File: src/design/laser_scan_polar_to_cartesian_top_assert.svh
`ifndef LASER_SCAN_POLAR_TO_CARTESIAN_TOP_ASSERT_SVH
`define LASER_SCAN_POLAR_TO_CARTESIAN_TOP_ASSERT_SVH
// ----------------------------------------------------------------------------
// Assertion helpers for the laser scan polar-to-cartesian block
// Same-cycle and next-cycle implication checks, disabled in reset.
// ----------------------------------------------------------------------------

// consequent must hold in the same cycle as the antecedent
`define LSPC_ASSERT_IMP(lbl, ck, rn, ante, cons, msg) \
	lbl: assert property (@(posedge ck) disable iff (!rn) (ante) |-> (cons)) \
		else $error(msg);

// consequent must hold in the cycle after the antecedent
`define LSPC_ASSERT_NXT(lbl, ck, rn, ante, cons, msg) \
	lbl: assert property (@(posedge ck) disable iff (!rn) (ante) |=> (cons)) \
		else $error(msg);

`endif

File: src/design/lspc_pkg.sv
// ----------------------------------------------------------------------------
// lspc_pkg
// Shared types and constants of the laser scan polar-to-cartesian block.
// ----------------------------------------------------------------------------
`default_nettype none

package lspc_pkg;

	// register indexes (paddr[2])
	localparam logic REG_ANGLE_START = 1'b0;
	localparam logic REG_ANGLE_STEP  = 1'b1;

	// quadrant codes, quarter turns applied after the rotation chain
	localparam logic [1:0] QUAD_0   = 2'd0;
	localparam logic [1:0] QUAD_90  = 2'd1;
	localparam logic [1:0] QUAD_180 = 2'd2;
	localparam logic [1:0] QUAD_270 = 2'd3;

	localparam logic [31:0] GAIN_Q32   = 32'h9B74_EDA8; // 1/K, Q0.32
	localparam logic [31:0] EIGHTH_TURN = 32'h2000_0000;
	localparam int          GUARD_BITS = 16;
	localparam logic [32:0] OUT_MAX    = 33'h0_FFFF_FFFF;
	localparam logic [32:0] OUT_MIN    = 33'h1_0000_0000;

	typedef struct packed {
		logic [1:0]  quad;
		logic [15:0] intensity;
		logic        last;
	} side_t;

	// atan(2^-i) in binary turns
	function automatic logic [31:0] atan_turns(input logic [4:0] idx);
		logic [31:0] a;
		case (idx)
			5'd0:  a = 32'd536870912;
			5'd1:  a = 32'd316933406;
			5'd2:  a = 32'd167458907;
			5'd3:  a = 32'd85004756;
			5'd4:  a = 32'd42667331;
			5'd5:  a = 32'd21354465;
			5'd6:  a = 32'd10679838;
			5'd7:  a = 32'd5340245;
			5'd8:  a = 32'd2670163;
			5'd9:  a = 32'd1335087;
			5'd10: a = 32'd667544;
			5'd11: a = 32'd333772;
			5'd12: a = 32'd166886;
			5'd13: a = 32'd83443;
			5'd14: a = 32'd41722;
			5'd15: a = 32'd20861;
			5'd16: a = 32'd10430;
			5'd17: a = 32'd5215;
			5'd18: a = 32'd2608;
			5'd19: a = 32'd1304;
			5'd20: a = 32'd652;
			5'd21: a = 32'd326;
			5'd22: a = 32'd163;
			5'd23: a = 32'd81;
			5'd24: a = 32'd41;
			5'd25: a = 32'd20;
			5'd26: a = 32'd10;
			5'd27: a = 32'd5;
			5'd28: a = 32'd3;
			5'd29: a = 32'd1;
			5'd30: a = 32'd1;
			default: a = 32'd0;
		endcase
		return a;
	endfunction

endpackage

`default_nettype wire

File: src/design/lspc_front.sv
// ----------------------------------------------------------------------------
// lspc_front
// Beam angle tracking, quadrant fold and gain-scaled start vector.
// ----------------------------------------------------------------------------
`default_nettype none
`include "laser_scan_polar_to_cartesian_top_assert.svh"

module lspc_front
	import lspc_pkg::*;
#(
	parameter int RB = 32
) (
	input  logic                 clk,
	input  logic                 arst_n,
	input  logic                 in_valid,
	output logic                 in_ready,
	input  logic [31:0]          range_value,
	input  logic [15:0]          intensity_value,
	input  logic                 intensity_present,
	input  logic                 first_of_scan,
	input  logic                 last_of_scan,
	input  logic [31:0]          angle_start,
	input  logic [31:0]          angle_step,
	output logic                 out_valid,
	input  logic                 out_ready,
	output logic [RB+15:0]       x_o,
	output logic signed [31:0]   z_o,
	output side_t                side_o
);

	logic              acc;
	logic [31:0]       angle;
	logic [31:0]       angle_sh;
	logic [1:0]        quad;
	logic [31:0]       res;
	logic [RB+31:0]    prod;
	logic [31:0]       beam_q;
	logic              valid_s1;
	logic [RB+15:0]    x_s1;
	logic signed [31:0] z_s1;
	side_t             side_s1;

	assign in_ready = !valid_s1 || out_ready;
	assign acc      = in_valid && in_ready;

	always_comb begin
		angle    = first_of_scan ? angle_start : beam_q + angle_step;
		angle_sh = angle + EIGHTH_TURN;
		quad     = angle_sh[31:30];
		res      = angle - {quad, 30'd0};
		prod     = (RB+32)'(range_value[RB-1:0]) * (RB+32)'(GAIN_Q32);
	end

	always_ff @(posedge clk or negedge arst_n) begin
		if (!arst_n) begin
			valid_s1 <= 1'b0;
			beam_q   <= '0;
		end else begin
			if (in_ready) begin
				valid_s1 <= in_valid;
			end
			if (acc) begin
				beam_q <= angle;
			end
		end
	end

	always_ff @(posedge clk) begin
		if (acc) begin
			x_s1              <= prod[RB+31:GUARD_BITS];
			z_s1              <= res;
			side_s1.quad      <= quad;
			side_s1.intensity <= intensity_present ? intensity_value : 16'd0;
			side_s1.last      <= last_of_scan;
		end
	end

	assign out_valid = valid_s1;
	assign x_o       = x_s1;
	assign z_o       = z_s1;
	assign side_o    = side_s1;

	`LSPC_ASSERT_NXT(a_first_reload, clk, arst_n, acc && first_of_scan, beam_q == $past(angle_start), "beam angle not reloaded on first sample")
	`LSPC_ASSERT_NXT(a_step_advance, clk, arst_n, acc && !first_of_scan, beam_q == $past(beam_q + angle_step), "beam angle not advanced by step")
	`LSPC_ASSERT_NXT(a_angle_hold, clk, arst_n, !acc, $stable(beam_q), "beam angle moved without an item")
	`LSPC_ASSERT_IMP(a_residue_range, clk, arst_n, valid_s1, z_s1[31:29] == 3'b000 || z_s1[31:29] == 3'b111, "residue angle outside one eighth turn")

endmodule

`default_nettype wire

File: config.mk
export PLATFORM = sky130hd
export DESIGN_NAME = lspc_front
export DESIGN_NICKNAME = d
export VERILOG_FILES = /design/src/design/lspc_pkg.sv /design/src/design/lspc_front.sv
export VERILOG_INCLUDE_DIRS = /design/src /design/src/design
export SDC_FILE = /design/constraint.sdc
export NUM_CORES = 2
export LEC_CHECK = 0
export ABC_CLOCK_PERIOD_IN_PS = 3990
export BUFFER_PORTS_ARGS = -buffer_cell sky130_fd_sc_hd__buf_2
export CORE_MARGIN = 8
export CORE_UTILIZATION = 57
export CTS_CLUSTER_SIZE = 25
export DETAILED_ROUTE_END_ITERATION = 12
export PLACE_DENSITY = 0.85
export RECOVER_POWER = 50
export SYNTH_ARGS = -nofsm -noshare
export SYNTH_HDL_FRONTEND = slang
export SYNTH_SLANG_ARGS = --single-unit
export TNS_END_PERCENT = 50
File: constraint.sdc
create_clock -name clk -period 3.99 [get_ports clk]
set_input_delay 0.9975 -clock clk [delete_from_list [all_inputs] [get_ports clk]]
set_output_delay 0.9975 -clock clk [all_outputs]
set_load 0.005 [all_outputs]
Word level (Yosys, flattened, before mapping)
Index checks and enable logic that the tools add are counted.
- word-level logic and storage cells: 15
- input bits: 119
- output and inout bits: 101
- register bits: 132
- multipliers: 1
- add/sub/neg operators: 3
- reductions and logical operators: 3
- muxes and demuxes: 1
- operators by type and width (cell ; number):
    multiplier 32 x 29 -> 61 bit (second input constant) ; 1
    adder 32 x 30 -> 32 bit (second input constant) ; 1
    adder 32 bit ; 1
    2-to-1 mux 32 bit ; 1
    subtractor 32 bit ; 1
    logical AND 1 bit ; 1
    zero test 1 bit ; 1
    logical OR 1 bit ; 1

Longest topological paths before layout
- depth after elaboration: 4
- gate-level depth with buffers: 25
- gate-level depth less buffers: 24

Worst setup path before layout
OpenSTA, ideal clock, no wires.
- path kind: input -> register
- from: input port range_value[8]
- to: register x_s1[45], in the netlist x_o[45] (data pin)
- setup slack: -3577 ps
- data required time: 3832 ps
- setup time: 158 ps
- data arrival time: 7409 ps
- path buffers: 0
- stages on the path: 24
- cells stage by stage: inv_1 -> fa_1 -> fa_1 -> inv_1 -> fa_1 -> inv_1 -> fa_1 -> inv_1 -> fa_1 -> fa_1 -> fa_1 -> inv_1 -> fa_1 -> inv_1 -> ha_1 -> a21oi_1 -> nand4_1 -> a311oi_2 -> o31ai_4 -> o31ai_2 -> a2111oi_4 -> nor3_2 -> mux2_4 -> a211oi_2
- cells in the longest elaborated chain, start to end: 1
- ends and longest elaborated chain (item ; RTL line ; RTL):
    from (decl) ; lspc_front.sv:17 ; input logic [31:0] range_value,
    multiplier 32 x 29 -> 61 bit ; lspc_front.sv:51 ; prod = (RB+32)'(range_value[RB-1:0]) * (RB+32)'(GAIN_Q32);
    via prod[61] ; lspc_front.sv:36 ; logic [RB+31:0] prod;
    to (signal assigned) ; lspc_front.sv:70 ; x_s1 <= prod[RB+31:GUARD_BITS];
    to (decl) ; lspc_front.sv:39 ; logic [RB+15:0] x_s1;
The timed path passes the listed nets, and every way through them passes these cells.
A chain may end at the register's enable or synchronous reset.

Worst setup path in the final report
- from: input port range_value[7]
- to: register x_s1[45], in the netlist x_o[45] (data pin)
The elaborated chain is that of the path after synthesis.

==> metrics.txt <==
outcome=complete, but fails checks; failing checks=max-capacitance violations, max-slew violations, negative setup slack; Async S/R FF share, synth=25.0%; Layout area overhead=25.6%; maxcap violations=3; share of cells above drive strength 1=25.1%; initial antenna violation count=4; biggest cell delay along the critical path=0.57 ns; Filler Cell Count=3038; drt total wl=72000 um; Synthesis Warnings=0; Worst setup EP type=flop; WL/cell=19.6 um; Synth Flop Type=edfxtp_1; #FFs+latches synth=132; # IOs=220; FF+latch area=3800 um^2; Req. time, crit path=4.27 ns; final cell utilization of the core=72.8%; commonest non-fill, non-tap cell in the layout=inv_1; crit-path max FO=4; delay-heaviest family, CP=adder cells; unrepaired setup endpoints after global routing=true; worst hold path class=flop to flop; clk slew on worst S/H paths=0.07 ns; Netlist cell types=63; Die Y=225 um; Worst Path Arrival=7.81 ns; area occupied by multi-input gates=19100 um^2; final antenna-violating net count=0; Avg Vias per Cell=5.34; total gr overflow=0; initial drt markers=1264; vias in the first global route=22300; grt met3 use=4.31%; Max stage delay cell, worst path=fa_2; fin. max-slew vios=121; H-Tree Depth=4; pre-CTS worst setup slack=-4.22 ns; CTS Buf Count=17; RePlAce Congestion=1.01; dpl hpwl=63500 um; Mapped Cells=2444; setup violators final=48; slew margin rel.=-41.9%; Port Buffers=219; Post-Syn Nets=3408; worst setup path category=primary input to flop; Final WS setup=-3.54 ns; clk buf depth=2; routing usage on met1=34.6%; via count of the routed design=19600; CP bufs+invs=8; Seq/Total Area, Yosys=15.2%; Final Skew=0.00896 ns; Detailed Routing Iterations Pass 1=5; total track usage=29.2%; die width=225 um; Worst-Margin Slew=2.13 ns; Tcrit/Tclk final=189%; CTS tree=yes; clk sinks=132; core area=43200 um^2; Post-synth EDFFs=99; fmax=133 MHz; Top Usage Layer GRT=met2; startpoint types=primary input; final net count=4038; Post-CTS Hold Buffers=0; grt met2 use=51.6%; Most common cell on crit path=fa_1; Fin. Hold Viols=0; Std-Cell Rows=76; pin count of the biggest net entering global routing=49; reg2reg setup slack=0.47 ns; clock latency of the later-clocked register in the worst-skew pair=0.43 ns; first-pass GRT wire length=116000 um; most frequent cells in the layout=inv_1 (710), fa_1 (451), buf_4 (409), ha_1 (363), buf_2 (157); synthesized area per cell=10.2 um^2; Root Driver=clkbuf_16; Starting Density=57.9%; Final min period=7.53 ns; DR DRC count=0; Hold WS=0.484 ns; die area=50800 um^2; Cell Area, Synth=25000 um^2; setup TNS=-142.18 ns
-- cells in the mapped netlist (all sizes together), types with 2 or more instances --
cell type  number  area, um^2
inv           733        2750
fa            458        9170
ha            387        4840
nand2         115         432
edfxtp         99        2970
a21oi          98         490
o21ai          88         440
a21o           49         368
xnor2          43         377
xor2           36         315
nor2           34         128
dfrtp          33         826
clkbuf         30         113
and2           22         138
nand3          20         105
nand4          20         125
mux2           19         218
nand2b         17         106
nor3           14        75.1
a211oi         12         100
a31oi          12        81.3
o31ai          12         128
nor2b          11        68.8
o21bai         11        82.6
and3           10        62.6
o211ai          5        37.5
o21a            5        37.5
or3             5        31.3
a21boi          4        30.0
nor3b           4        35.0
nor4            4        25.0
or2             4        25.0
a311oi          3        32.5
a31o            3        26.3
and4            3        26.3
buf             3        15.0
mux2i           2        20.0
o2111ai         2        17.5
o211a           2        20.0
o22ai           2        12.5
-- logic make-up (layout without fill, tap and decap cells) --
kind of cell    after synthesis  after routing  synth area share [%]
buf+inv                     766           1409                  11.5
fa+ha+maj                   845            845                  56.0
xor+xnor                     79             79                  2.77
simple gates                287            287                  5.66
flops                       132            132                  15.2
compound gates              314            314                  7.91
other cells                   0              4                     0
mux                          21             21                 0.950
-- worst paths after layout --
| kind | end | start | depth (start not counted) |
|---|---|---|---|
| max reg2reg | z_o[30] | beam_q[4] | 12 |
| max in group asynchronous | beam_q[5] | arst_n | 1 |
| min reg2reg | beam_q[12] | beam_q[12] | 2 |
| min in group asynchronous | beam_q[15] | arst_n | 1 |
| min | beam_q[12] | beam_q[12] | 2 |
| max | x_o[45] | range_value[7] | 26 |
-- cell type report --
cell class | count | area share, %
multi-input cells | 1546 | 60.8
repair buffers | 644 | 13.8
flip-flops and latches | 132 | 12.1
inverters | 733 | 8.83
well taps | 585 | 2.33
clock buffers | 18 | 1.40
clock inverters | 14 | 0.637
diodes | 4 | 0.0319
-- repair_timing --
| item | in CTS | in global routing |
|---|---|---|
| pin swaps | 25 | 24 |
| endpoints found under the setup margin | 48 | 52 |
| setup buffers | 8 | 14 |
| gates resized for setup | 60 | 46 |
-- worst min-delay path, cell delays in order (launching register included) --
cell,delay [ns]
dfrtp_1,0.35
nand2_1,0.05
nand2_1,0.06
-- flip-flops by register name, indices dropped and copies added (netlist names) --
| register | count |
|---|---|
| z_o | 32 |
| out_valid | 1 |
| side_o | 19 |
| beam_q | 32 |
| x_o | 48 |
-- layer usage --
metal,vias to the layer above,wire (um)
met4,0,3780
met1,9836,27500
met2,693,37000
li1,8900,-
met3,214,3730
met5,-,0
-- metrics by stage --
stage	instance area, um^2	cells
2_1_floorplan	25400	2444
3_5_place_dp	30300	3623
3_3_place_gp	30300	3623
6_report	31400	3676
5_1_grt	31400	3676
4_1_cts	31200	3661
Power is not shown: default switching activity piles up to over one toggle a cycle in this logic, so the estimate is an artifact.
