[src/design/laser_scan_polar_to_cartesian_top_assert.svh]
`ifndef LASER_SCAN_POLAR_TO_CARTESIAN_TOP_ASSERT_SVH
`define LASER_SCAN_POLAR_TO_CARTESIAN_TOP_ASSERT_SVH
// ----------------------------------------------------------------------------
// Assertion helpers for the laser scan polar-to-cartesian block
// Same-cycle and next-cycle implication checks, disabled in reset.
// ----------------------------------------------------------------------------

// consequent must hold in the same cycle as the antecedent
`define LSPC_ASSERT_IMP(lbl, ck, rn, ante, cons, msg) \
	lbl: assert property (@(posedge ck) disable iff (!rn) (ante) |-> (cons)) \
		else $error(msg);

// consequent must hold in the cycle after the antecedent
`define LSPC_ASSERT_NXT(lbl, ck, rn, ante, cons, msg) \
	lbl: assert property (@(posedge ck) disable iff (!rn) (ante) |=> (cons)) \
		else $error(msg);

`endif

[src/design/lspc_pkg.sv]
// ----------------------------------------------------------------------------
// lspc_pkg
// Shared types and constants of the laser scan polar-to-cartesian block.
// ----------------------------------------------------------------------------
`default_nettype none

package lspc_pkg;

	// register indexes (paddr[2])
	localparam logic REG_ANGLE_START = 1'b0;
	localparam logic REG_ANGLE_STEP  = 1'b1;

	// quadrant codes, quarter turns applied after the rotation chain
	localparam logic [1:0] QUAD_0   = 2'd0;
	localparam logic [1:0] QUAD_90  = 2'd1;
	localparam logic [1:0] QUAD_180 = 2'd2;
	localparam logic [1:0] QUAD_270 = 2'd3;

	localparam logic [31:0] GAIN_Q32   = 32'h9B74_EDA8; // 1/K, Q0.32
	localparam logic [31:0] EIGHTH_TURN = 32'h2000_0000;
	localparam int          GUARD_BITS = 16;
	localparam logic [32:0] OUT_MAX    = 33'h0_FFFF_FFFF;
	localparam logic [32:0] OUT_MIN    = 33'h1_0000_0000;

	typedef struct packed {
		logic [1:0]  quad;
		logic [15:0] intensity;
		logic        last;
	} side_t;

	// atan(2^-i) in binary turns
	function automatic logic [31:0] atan_turns(input logic [4:0] idx);
		logic [31:0] a;
		case (idx)
			5'd0:  a = 32'd536870912;
			5'd1:  a = 32'd316933406;
			5'd2:  a = 32'd167458907;
			5'd3:  a = 32'd85004756;
			5'd4:  a = 32'd42667331;
			5'd5:  a = 32'd21354465;
			5'd6:  a = 32'd10679838;
			5'd7:  a = 32'd5340245;
			5'd8:  a = 32'd2670163;
			5'd9:  a = 32'd1335087;
			5'd10: a = 32'd667544;
			5'd11: a = 32'd333772;
			5'd12: a = 32'd166886;
			5'd13: a = 32'd83443;
			5'd14: a = 32'd41722;
			5'd15: a = 32'd20861;
			5'd16: a = 32'd10430;
			5'd17: a = 32'd5215;
			5'd18: a = 32'd2608;
			5'd19: a = 32'd1304;
			5'd20: a = 32'd652;
			5'd21: a = 32'd326;
			5'd22: a = 32'd163;
			5'd23: a = 32'd81;
			5'd24: a = 32'd41;
			5'd25: a = 32'd20;
			5'd26: a = 32'd10;
			5'd27: a = 32'd5;
			5'd28: a = 32'd3;
			5'd29: a = 32'd1;
			5'd30: a = 32'd1;
			default: a = 32'd0;
		endcase
		return a;
	endfunction

endpackage

`default_nettype wire

[src/design/lspc_cell.sv]
// ----------------------------------------------------------------------------
// lspc_cell
// One CORDIC rotation cell: shift-add micro-rotation plus its register.
// ----------------------------------------------------------------------------
`default_nettype none

module lspc_cell
	import lspc_pkg::*;
#(
	parameter int W     = 51,
	parameter int STAGE = 0
) (
	input  logic                clk,
	input  logic                arst_n,
	input  logic                in_valid,
	output logic                in_ready,
	input  logic signed [W-1:0] x_i,
	input  logic signed [W-1:0] y_i,
	input  logic signed [31:0]  z_i,
	input  side_t               side_i,
	output logic                out_valid,
	input  logic                out_ready,
	output logic signed [W-1:0] x_o,
	output logic signed [W-1:0] y_o,
	output logic signed [31:0]  z_o,
	output side_t               side_o
);

	localparam logic [31:0] ATAN = atan_turns(5'(STAGE));

	logic                valid_q;
	logic signed [W-1:0] dx;
	logic signed [W-1:0] dy;
	logic signed [W-1:0] x_n;
	logic signed [W-1:0] y_n;
	logic signed [31:0]  z_n;
	logic signed [W-1:0] x_q;
	logic signed [W-1:0] y_q;
	logic signed [31:0]  z_q;
	side_t               side_q;

	assign in_ready = !valid_q || out_ready;

	always_comb begin
		dx = y_i >>> STAGE;
		dy = x_i >>> STAGE;
		if (!z_i[31]) begin
			x_n = x_i - dx;
			y_n = y_i + dy;
			z_n = z_i - $signed(ATAN);
		end else begin
			x_n = x_i + dx;
			y_n = y_i - dy;
			z_n = z_i + $signed(ATAN);
		end
	end

	always_ff @(posedge clk or negedge arst_n) begin
		if (!arst_n) begin
			valid_q <= 1'b0;
		end else if (in_ready) begin
			valid_q <= in_valid;
		end
	end

	always_ff @(posedge clk) begin
		if (in_valid && in_ready) begin
			x_q    <= x_n;
			y_q    <= y_n;
			z_q    <= z_n;
			side_q <= side_i;
		end
	end

	assign out_valid = valid_q;
	assign x_o       = x_q;
	assign y_o       = y_q;
	assign z_o       = z_q;
	assign side_o    = side_q;

endmodule

`default_nettype wire

[config.mk]
export PLATFORM = sky130hd
export DESIGN_NAME = lspc_cell
export DESIGN_NICKNAME = d
export VERILOG_FILES = /design/src/design/laser_scan_polar_to_cartesian_top_assert.svh /design/src/design/lspc_pkg.sv /design/src/design/lspc_cell.sv
export SDC_FILE = /design/constraint.sdc
export NUM_CORES = 1
export LEC_CHECK = 0
export BUFFER_PORTS_ARGS = -buffer_cell sky130_fd_sc_hd__buf_4
export CORE_MARGIN = 2
export CORE_UTILIZATION = 57
export DETAILED_ROUTE_END_ITERATION = 12
export PLACE_DENSITY = 0.83
export SLEW_MARGIN = 40
export SYNTH_ARGS = -nofsm -noshare
export SYNTH_HDL_FRONTEND = slang
export SYNTH_SLANG_ARGS = --single-unit
[constraint.sdc]
create_clock -name clk -period 6.35 [get_ports clk]
set_input_delay 0.635 -clock clk [delete_from_list [all_inputs] [get_ports clk]]
set_output_delay 0.635 -clock clk [all_outputs]
set_load 0.05 [all_outputs]
---- Word level (Yosys, flattened, before mapping) ----
Cells that the tools add are included.
word-level totals
  bits in registers ....................... 154
cells by class
  reductions and logical operators ........ 3
  add/subtract/negate cells ............... 5
  multiplexer cells ....................... 3
operators with widths
  cell                                                 count
  two-way mux 51 bit                                   2
  subtractor 51 bit                                    2
  adder 51 bit                                         1
  adder 32 x 31 -> 32 bit, second input constant       1
  two-way mux 32 bit                                   1
  subtractor 32 x 31 -> 32 bit, second input constant  1
  logical AND 1 bit                                    1
  logical NOT 1 bit                                    1
  logical OR 1 bit                                     1

---- Logic depth before layout (Yosys ltp) ----
Gate-level depths: netlist of run 1.
  depth after elaboration ................. 3
  depth in mapped cells ................... 14
  mapped depth without buffers ............ 13

---- Least setup slack after synthesis of run 1 ----
OpenSTA, ideal clock, no wires.
  path kind ............................... input to register
  start point ............................. in out_ready
  end point ............................... reg side_q (netlist bit side_o[0]) (enable)
  data arrival time ....................... 4.651 ns
  stages on the path ...................... 2
  slack ................................... 1.170 ns
  required time ........................... 5.821 ns
  path buffers ............................ 0
  path through ............................ nand2b_1 > and2_1
between the ends
  longest elaborated chain between the ends .. 2
RTL lines
  item                  line             RTL
  from (decl)           lspc_cell.sv:22  input logic out_ready,
  logical OR 1 bit      lspc_cell.sv:42  assign in_ready = !valid_q || out_ready;
  logical AND 1 bit     lspc_cell.sv:67  if (in_valid && in_ready) begin
  to (signal assigned)  lspc_cell.sv:71  side_q <= side_i;
  to (decl)             lspc_cell.sv:40  side_t side_q;
No other way between the ends.
A chain may end at the register's enable or synchronous reset.

---- Worst setup path in the final report of run 1 ----
  start point ............................. in x_i[2]
  end point ............................... reg y_q[49], in the netlist y_o[49], data pin
between the ends
  longest elaborated chain between the ends .. 2
RTL lines
  item                                               line                              RTL
  from (decl)                                        lspc_cell.sv:17                   input logic signed [W-1:0] x_i,
  adder 51 bit or subtractor 51 bit (tied branches)  lspc_cell.sv:49, lspc_cell.sv:53
  two-way mux 51 bit (*)                             lspc_cell.sv:47                   if (!z_i[31]) begin
  named net y_n[49]                                  lspc_cell.sv:35                   logic signed [W-1:0] y_n;
  to (signal assigned)                               lspc_cell.sv:69                   y_q <= y_n;
  to (decl)                                          lspc_cell.sv:38                   logic signed [W-1:0] y_q;
The timed path passes the listed nets; every way through them passes the cells marked *.

==> impl_metrics.tcl, run 1 <==
set metrics [dict create \
    crit_fanout 13 \
    path_cells "buf_4, inv_1, ha_1, a211oi_1, o21ai_0, o21ai_0, o2111ai_1, nand2_1, nor2_1, a21oi_1, nor2_1, o221ai_1, xnor2_1" \
    slew_violations 0 \
    avgSynthCellArea_um2 8.76 \
    place_congestion 1.02 \
    rsz0062_at_grt "false" \
    max_slew_margin_pct 33.2 \
    synthMuxAreaShare_pct 2.61 \
    ys_async_sr_fraction_pct 0.654 \
    io_pins 312 \
    met3_usage_pct 8.73 \
    ys_seq_elements 153 \
    yosys.area_share.simple_pct 12.2 \
    h-tree-depth 4 \
    synthMostInstantiatedCell "a21oi_1" \
    critPathMaxStageDelay_ns 0.78 \
    fp.dieW_um 162 \
    clockRootBuffer "clkbuf_16" \
    post-route-min-period_ns 3.88 \
    max_slew.worst_pin.slew_ns 0.992 \
    drt_iter0_drc 1936 \
    final_antenna_net_count 0 \
    end_kind "register" \
    syn_nets 1956 \
    powerDensity_mw_per_mm2 236 \
    die_area_mm2 0.0263 \
    cts_resized 0 \
    cts_tree "yes" \
    min_path_type "in -> reg" \
    final.fill_count 1887 \
    initial_core_util_pct 58.4 \
    antenna_found_initial 1 \
    skew_ns 0.0134 \
    clk_latency_ns 0.44 \
    ys.flop_type "edfxtp_1" \
    synth_edf_count 152 \
    r2r_slack_ns 4.28 \
    tns_ns 0 \
    synth.cells.most_frequent "218 x a21oi_1, 165 x ha_1, 157 x inv_1" \
    fin_cells 2231 \
    busiest_layer "met2" \
    worstPathArrival_ns 4.07 \
    synth_top_family_by_area "compound AO/OA/AOI/OAI gates" \
    cp_top_family "compound AO/OA/AOI/OAI gates" \
    dp_cells 2197 \
    drv_cap 0 \
    grt_first_pass_wirelength_mm 78.0 \
    port_buffers 311 \
    clock_sinks 153 \
    max_freq_mhz 257 \
    grt.met1_usage_pct 50.3 \
    ys.warnings.count 0 \
    post-route-drc-count 0 \
    synth_xor_area_share_pct 5.89 \
    synth_top_area_share_pct 32.0 \
    ir_drop_uv 151 \
    vias 14300 \
    syn_to_final_growth_pct 21.7 \
    leakagePower_uw 0.00756 \
    criticalPathCategory "in -> reg" \
    wl_mm 52.3 \
    cts.repair_timing.setup_buffer_count 0 \
    report.final.setup_viol 0 \
    first_pass_iters 8 \
    nNetsFinal 2219 \
    gr-total-overflow 0 \
    dp_hpwl_mm 41.4 \
    post-route-period-util_pct 61.2 \
    track_usage_pct 38.4 \
    cp_data_required_time_ns 6.53 \
    die_y_um 162 \
    setup.worst_path.start_class "input port" \
    first_global_vias 13800 \
    syn_area_mm2 0.0143 \
    wire_per_inst_um 23.4 \
    status "complete, no violations" \
    ys_seq_area_share_pct 32.1 \
    cts_made_buffers 17 \
    crit_buf_inv 2 \
    clk_pin_slew_ns 0.08 \
    placementRows 57 \
    grt_max_degree 85 \
    clk_path_buf_depth 2 \
    hold_viol_final 0 \
    synth_compound_area_share_pct 25.6 \
    yosys-top-cells-area "edfxtp_1 32%, ha_1 14%, a21oi_1 7.6%" \
    synthAdderAreaFrac_pct 15.0 \
    cts_hold_buf 1 \
    core_area_mm2 0.0245 \
    slowest_stage "o21ai_0" \
    synth_cells 1630 \
    viasPerCell 6.41 \
    ys_types 84 \
    synth_top_cell_by_area "edfxtp_1" \
    grtUsageMet2_pct 62.2 \
    drive_gt1_share_pct 20.1 \
]
## layout make-up
class | instances | area, µm² | share of cell area (%)
clock buffer | 17 | 425 | 2.45
tap | 324 | 405 | 2.33
timing repair buffer | 316 | 2380 | 13.7
clock inverter | 15 | 194 | 1.12
multi-input combinational | 1242 | 8780 | 50.5
sequential | 153 | 4590 | 26.4
inverter | 163 | 612 | 3.52
antenna | 1 | 2.50 | 0.0144
## worst paths after layout
check                                       from                     to  cells past startpoint
hold reg to reg            out_valid$_DFFE_PN0N_  out_valid$_DFFE_PN0N_                      2
hold / removal                           z_i[21]      z_o[21]$_DFFE_PP_                      1
max in group asynchronous                 arst_n  out_valid$_DFFE_PN0N_                      2
setup reg to reg           out_valid$_DFFE_PN0N_      y_o[44]$_DFFE_PP_                      3
setup / recovery                          x_i[2]      y_o[49]$_DFFE_PP_                     13
min in group asynchronous                 arst_n  out_valid$_DFFE_PN0N_                      2
## per-stage QoR
step,setup WS (ns),total power [µW],util (%),hold WS [ns],area (µm²)
final,2.47,4100,71.1,0.366,17400
after global routing,2.29,4230,71.1,0.351,17400
after detailed placement,2.13,2980,68.4,0.412,16700
after floorplan,1.17,2440,-,0.339,14300
after CTS,2.56,4070,71.0,0.357,17400
after global placement,2.08,2960,68.4,0.411,16700
## layer usage
layer	up-vias	routed length (µm)
li1	6418	-
met1	6703	20300
met2	1036	24100
met3	145	5960
met4	0	1950
met5	-	0
## worst register-to-register path: stages (launching register included)
cell and delay (ns):
dfrtp_1 0.39, nand2b_1 0.13, and2_4 0.52, buf_6 0.62
## power breakdown
| group | switching, µW | internal (µW) |
|---|---|---|
| Clock | 549 | 540 |
| Sequential | 42.0 | 1260 |
| Combinational | 1160 | 546 |
## state kept, by name, summed over array words and instances, names as in the netlist
| signal | flops |
|---|---|
| x_o | 51 |
| y_o | 50 |
| z_o | 32 |
| side_o | 19 |
| out_valid | 1 |
## cell families (layout without fill, tap and decap cells)
| family | Yosys count | count (layout) |
|---|---|---|
| adder cells (fa/ha/maj) | 169 | 169 |
| multiplexers | 37 | 37 |
| buffers and inverters | 235 | 511 |
| other | 0 | 1 |
| AND/OR/NAND/NOR | 363 | 363 |
| flip-flops | 153 | 153 |
| AO/OA/AOI/OAI | 577 | 577 |
| XOR/XNOR | 96 | 96 |
## cells in the final DEF (no fill, tap or decap), drive strengths merged, types with 13 or more instances in the layout
master,n
a21o,20
a21oi,220
buf,315
clkbuf,17
clkinv,14
edfxtp,152
ha,165
inv,164
mux2i,35
nand2,82
nand3,26
nand4,26
nor2,116
nor3,38
nor4,18
o211ai,14
o21a,13
o21ai,129
o21bai,55
o31ai,24
xnor2,90
No activity file was read; power rests on OpenSTA's default activity.
==> run 2: changes to the inputs <==
--- a/config.mk
+++ b/config.mk
@@ -5,9 +5,10 @@
 export SDC_FILE = /design/constraint.sdc
 export NUM_CORES = 1
 export LEC_CHECK = 0
+export ABC_AREA = 1
 export BUFFER_PORTS_ARGS = -buffer_cell sky130_fd_sc_hd__buf_4
 export CORE_MARGIN = 2
-export CORE_UTILIZATION = 57
+export CORE_UTILIZATION = 59
 export DETAILED_ROUTE_END_ITERATION = 12
 export PLACE_DENSITY = 0.83
 export SLEW_MARGIN = 40
==> constraint.sdc (replaced) <==
create_clock -name clk -period 3.6 [get_ports clk]
set_input_delay 0.36 -clock clk [delete_from_list [all_inputs] [get_ports clk]]
set_output_delay 0.36 -clock clk [all_outputs]
set_load 0.05 [all_outputs]
==> impl_metrics.tcl, run 2 <==
set metrics [dict create \
    antenna_found_initial 1 \
    critPathMaxStageDelay_ns 0.61 \
    clk_path_buf_depth 2 \
    final_antenna_net_count 0 \
    ys.warnings.count 0 \
    fin_ws_ns 0.754 \
    placementRows 64 \
    die_y_um 181 \
    synth.cells.most_frequent "1031 x nand2_1, 591 x inv_1, 264 x nand3_1" \
    setup.worst_path.start_class "input port" \
    cts_made_buffers 17 \
    clock_sinks 153 \
    h-tree-depth 4 \
    ys.flop_type "edfxtp_1" \
    slowest_stage "ha_1" \
    clk_pin_slew_ns 0.07 \
    end_kind "register" \
    clk_latency_ns 0.48 \
    final.fill_count 2672 \
    cts_resized 0 \
    cts.repair_timing.setup_buffer_count 0 \
    synth_edf_count 152 \
    ys_seq_elements 153 \
    grt_max_degree 153 \
    post-route-min-period_ns 2.85 \
    core_area_mm2 0.0307 \
    max_slew_margin_pct 44.5 \
    ys_async_sr_fraction_pct 0.654 \
    clockRootBuffer "clkbuf_16" \
    path_cells "buf_4, inv_1, ha_1, nand2_1, nor2_1, nand2_1, nor3_2, nand3_1, nand2_1, nor2_1, nand2_1, nand2_1, nand3_1, nand2_1" \
    skew_ns 0.0189 \
    track_usage_pct 44.2 \
    max_slew.worst_pin.slew_ns 0.833 \
    port_buffers 311 \
    totalPowerFinal_uw 7580 \
    synth_top_area_share_pct 24.7 \
    syn_area_mm2 0.0185 \
    die_area_mm2 0.0327 \
    synthMostInstantiatedCell "nand2_1" \
    gr-total-overflow 0 \
    ys_types 45 \
    slew_violations 0 \
    cts_tree "yes" \
    leakagePower_uw 0.0120 \
    crit_fanout 10 \
    drive_gt1_share_pct 14.1 \
    syn_nets 3332 \
    io_pins 312 \
    drv_cap 0 \
    first_global_vias 20200 \
    ir_drop_uv 353 \
    largest_register_ffs 51 \
    synth_cells 3006 \
    status "complete, no violations" \
    cp_data_required_time_ns 3.82 \
    syn_to_final_growth_pct 17.2 \
    synth_top_cell_by_area "edfxtp_1" \
    post-route-period-util_pct 79.0 \
    dp_hpwl_mm 60.7 \
    vias 21700 \
    wl_mm 74.2 \
    ys_seq_area_share_pct 24.8 \
    wire_per_inst_um 20.1 \
    initial_core_util_pct 60.1 \
    drt_iter0_drc 3053 \
    criticalPathCategory "in -> reg" \
    min_path_type "in -> reg" \
    avgSynthCellArea_um2 6.15 \
    final_cell_mix "1031 x nand2_1, 590 x inv_1, 328 x buf_4" \
    powerDensity_mw_per_mm2 350 \
    worstPathArrival_ns 3.06 \
    report.final.setup_viol 0 \
    multi_input_area_mm2 0.0112 \
    nNetsFinal 3612 \
    post-route-drc-count 0 \
    yosys-top-cells-area "edfxtp_1 25%, nand2_1 21%, inv_1 12%" \
    fp.dieW_um 181 \
    crit_top_cell "nand2_1" \
    antennaDiodeCount 0 \
    first_pass_iters 8 \
    tns_ns 0 \
    viasPerCell 5.88 \
    final_common_cell "nand2_1" \
    place_congestion 1.14 \
    hold_viol_final 0 \
    dp_slack_ns 0.446 \
    max_freq_mhz 351 \
    regArea_mm2 0.00459 \
    rsz0062_at_grt "false" \
    grt_first_pass_wirelength_mm 110 \
]
## run 2: changes by cell type after synthesis, moves of 24 or more
cell and delta:
a21oi_1 -64, buf_4 +30, inv_1 +434, mux2i_1 -35, nand2_1 +949, nand3_1 +238
nor2_1 +81, nor2_2 +30, nor3_1 -27, o31ai_1 -24, xnor2_1 -87
## run 2: timing repair
action                                  4_1_cts  5_1_grt
endpoints found under the hold margin         1        0
endpoints found under the setup margin        0        0
hold buffers                                  1        0
## run 2: per-layer routing
| metal | part of all wire, % | wire (µm) | GRT usage (%) | up-vias |
|---|---|---|---|---|
| met2 | 43 | 32100 | 71.0 | 1732 |
| met4 | 7.0 | 5190 | 24.8 | 2 |
| li1 | - | - | - | 9930 |
| met1 | 37 | 27200 | 54.7 | 9716 |
| met5 | 0.016 | 12 | 0 | - |
| met3 | 13 | 9670 | 10.7 | 331 |
## run 2: critical path, delay by kind of cell
family / cells / cell delay (ns)
adder cells (fa/ha/maj): 1 / 0.61
buffers and inverters: 2 / 0.13
AND/OR/NAND/NOR: 11 / 1.96
## run 2: kinds of logic (layout without fill, tap and decap cells)
kind of cell / count (synthesis) / in the layout / synth area share [%]
AO/OA/AOI/OAI: 348 / 348 / 10.4
AND/OR/NAND/NOR: 1631 / 1631 / 37.3
buffers and inverters: 679 / 972 / 14.7
XOR/XNOR: 26 / 26 / 1.23
adder cells (fa/ha/maj): 169 / 169 / 11.6
flip-flops: 153 / 153 / 24.8
## run 2: path summary, 6_finish.rpt
check,from,endpoint,slack [ns],cells after the start
min reg2reg,out_valid$_DFFE_PN0N_,out_valid$_DFFE_PN0N_,0.59,2
min in group asynchronous,arst_n,out_valid$_DFFE_PN0N_,0.21,2
max in group asynchronous,arst_n,out_valid$_DFFE_PN0N_,3.30,2
min,side_i[3],side_o[3]$_DFFE_PP_,0.07,1
max reg2reg,out_valid$_DFFE_PN0N_,y_o[15]$_DFFE_PP_,1.82,3
max,x_i[36],y_o[37]$_DFFE_PP_,0.75,14
## run 2: cell type report
cell class              count  share of cell area, %
multi-input cells        2174                   51.7
flip-flops and latches    153                   21.2
repair buffers            331                   11.6
inverters                 609                   10.6
well taps                 396                   2.29
clock buffers              17                   1.96
clock inverters            15                  0.693
## run 2: stage by stage
step	area [µm²]	util [%]	hold slack, ns	cells
global route	21700	70.4	0.0663	3695
CTS	21600	70.3	0.0668	3694
finish	21700	70.4	0.0686	3695
detailed placement	21000	68.4	0.136	3661
floorplan	18500	-	0.0644	3006
global placement	21000	68.4	0.137	3661
## run 2: power by group
part	switching (µW)	internal, µW
combinational	2490	980
clock	848	1020
sequential	62.6	2180
total	3400	4180
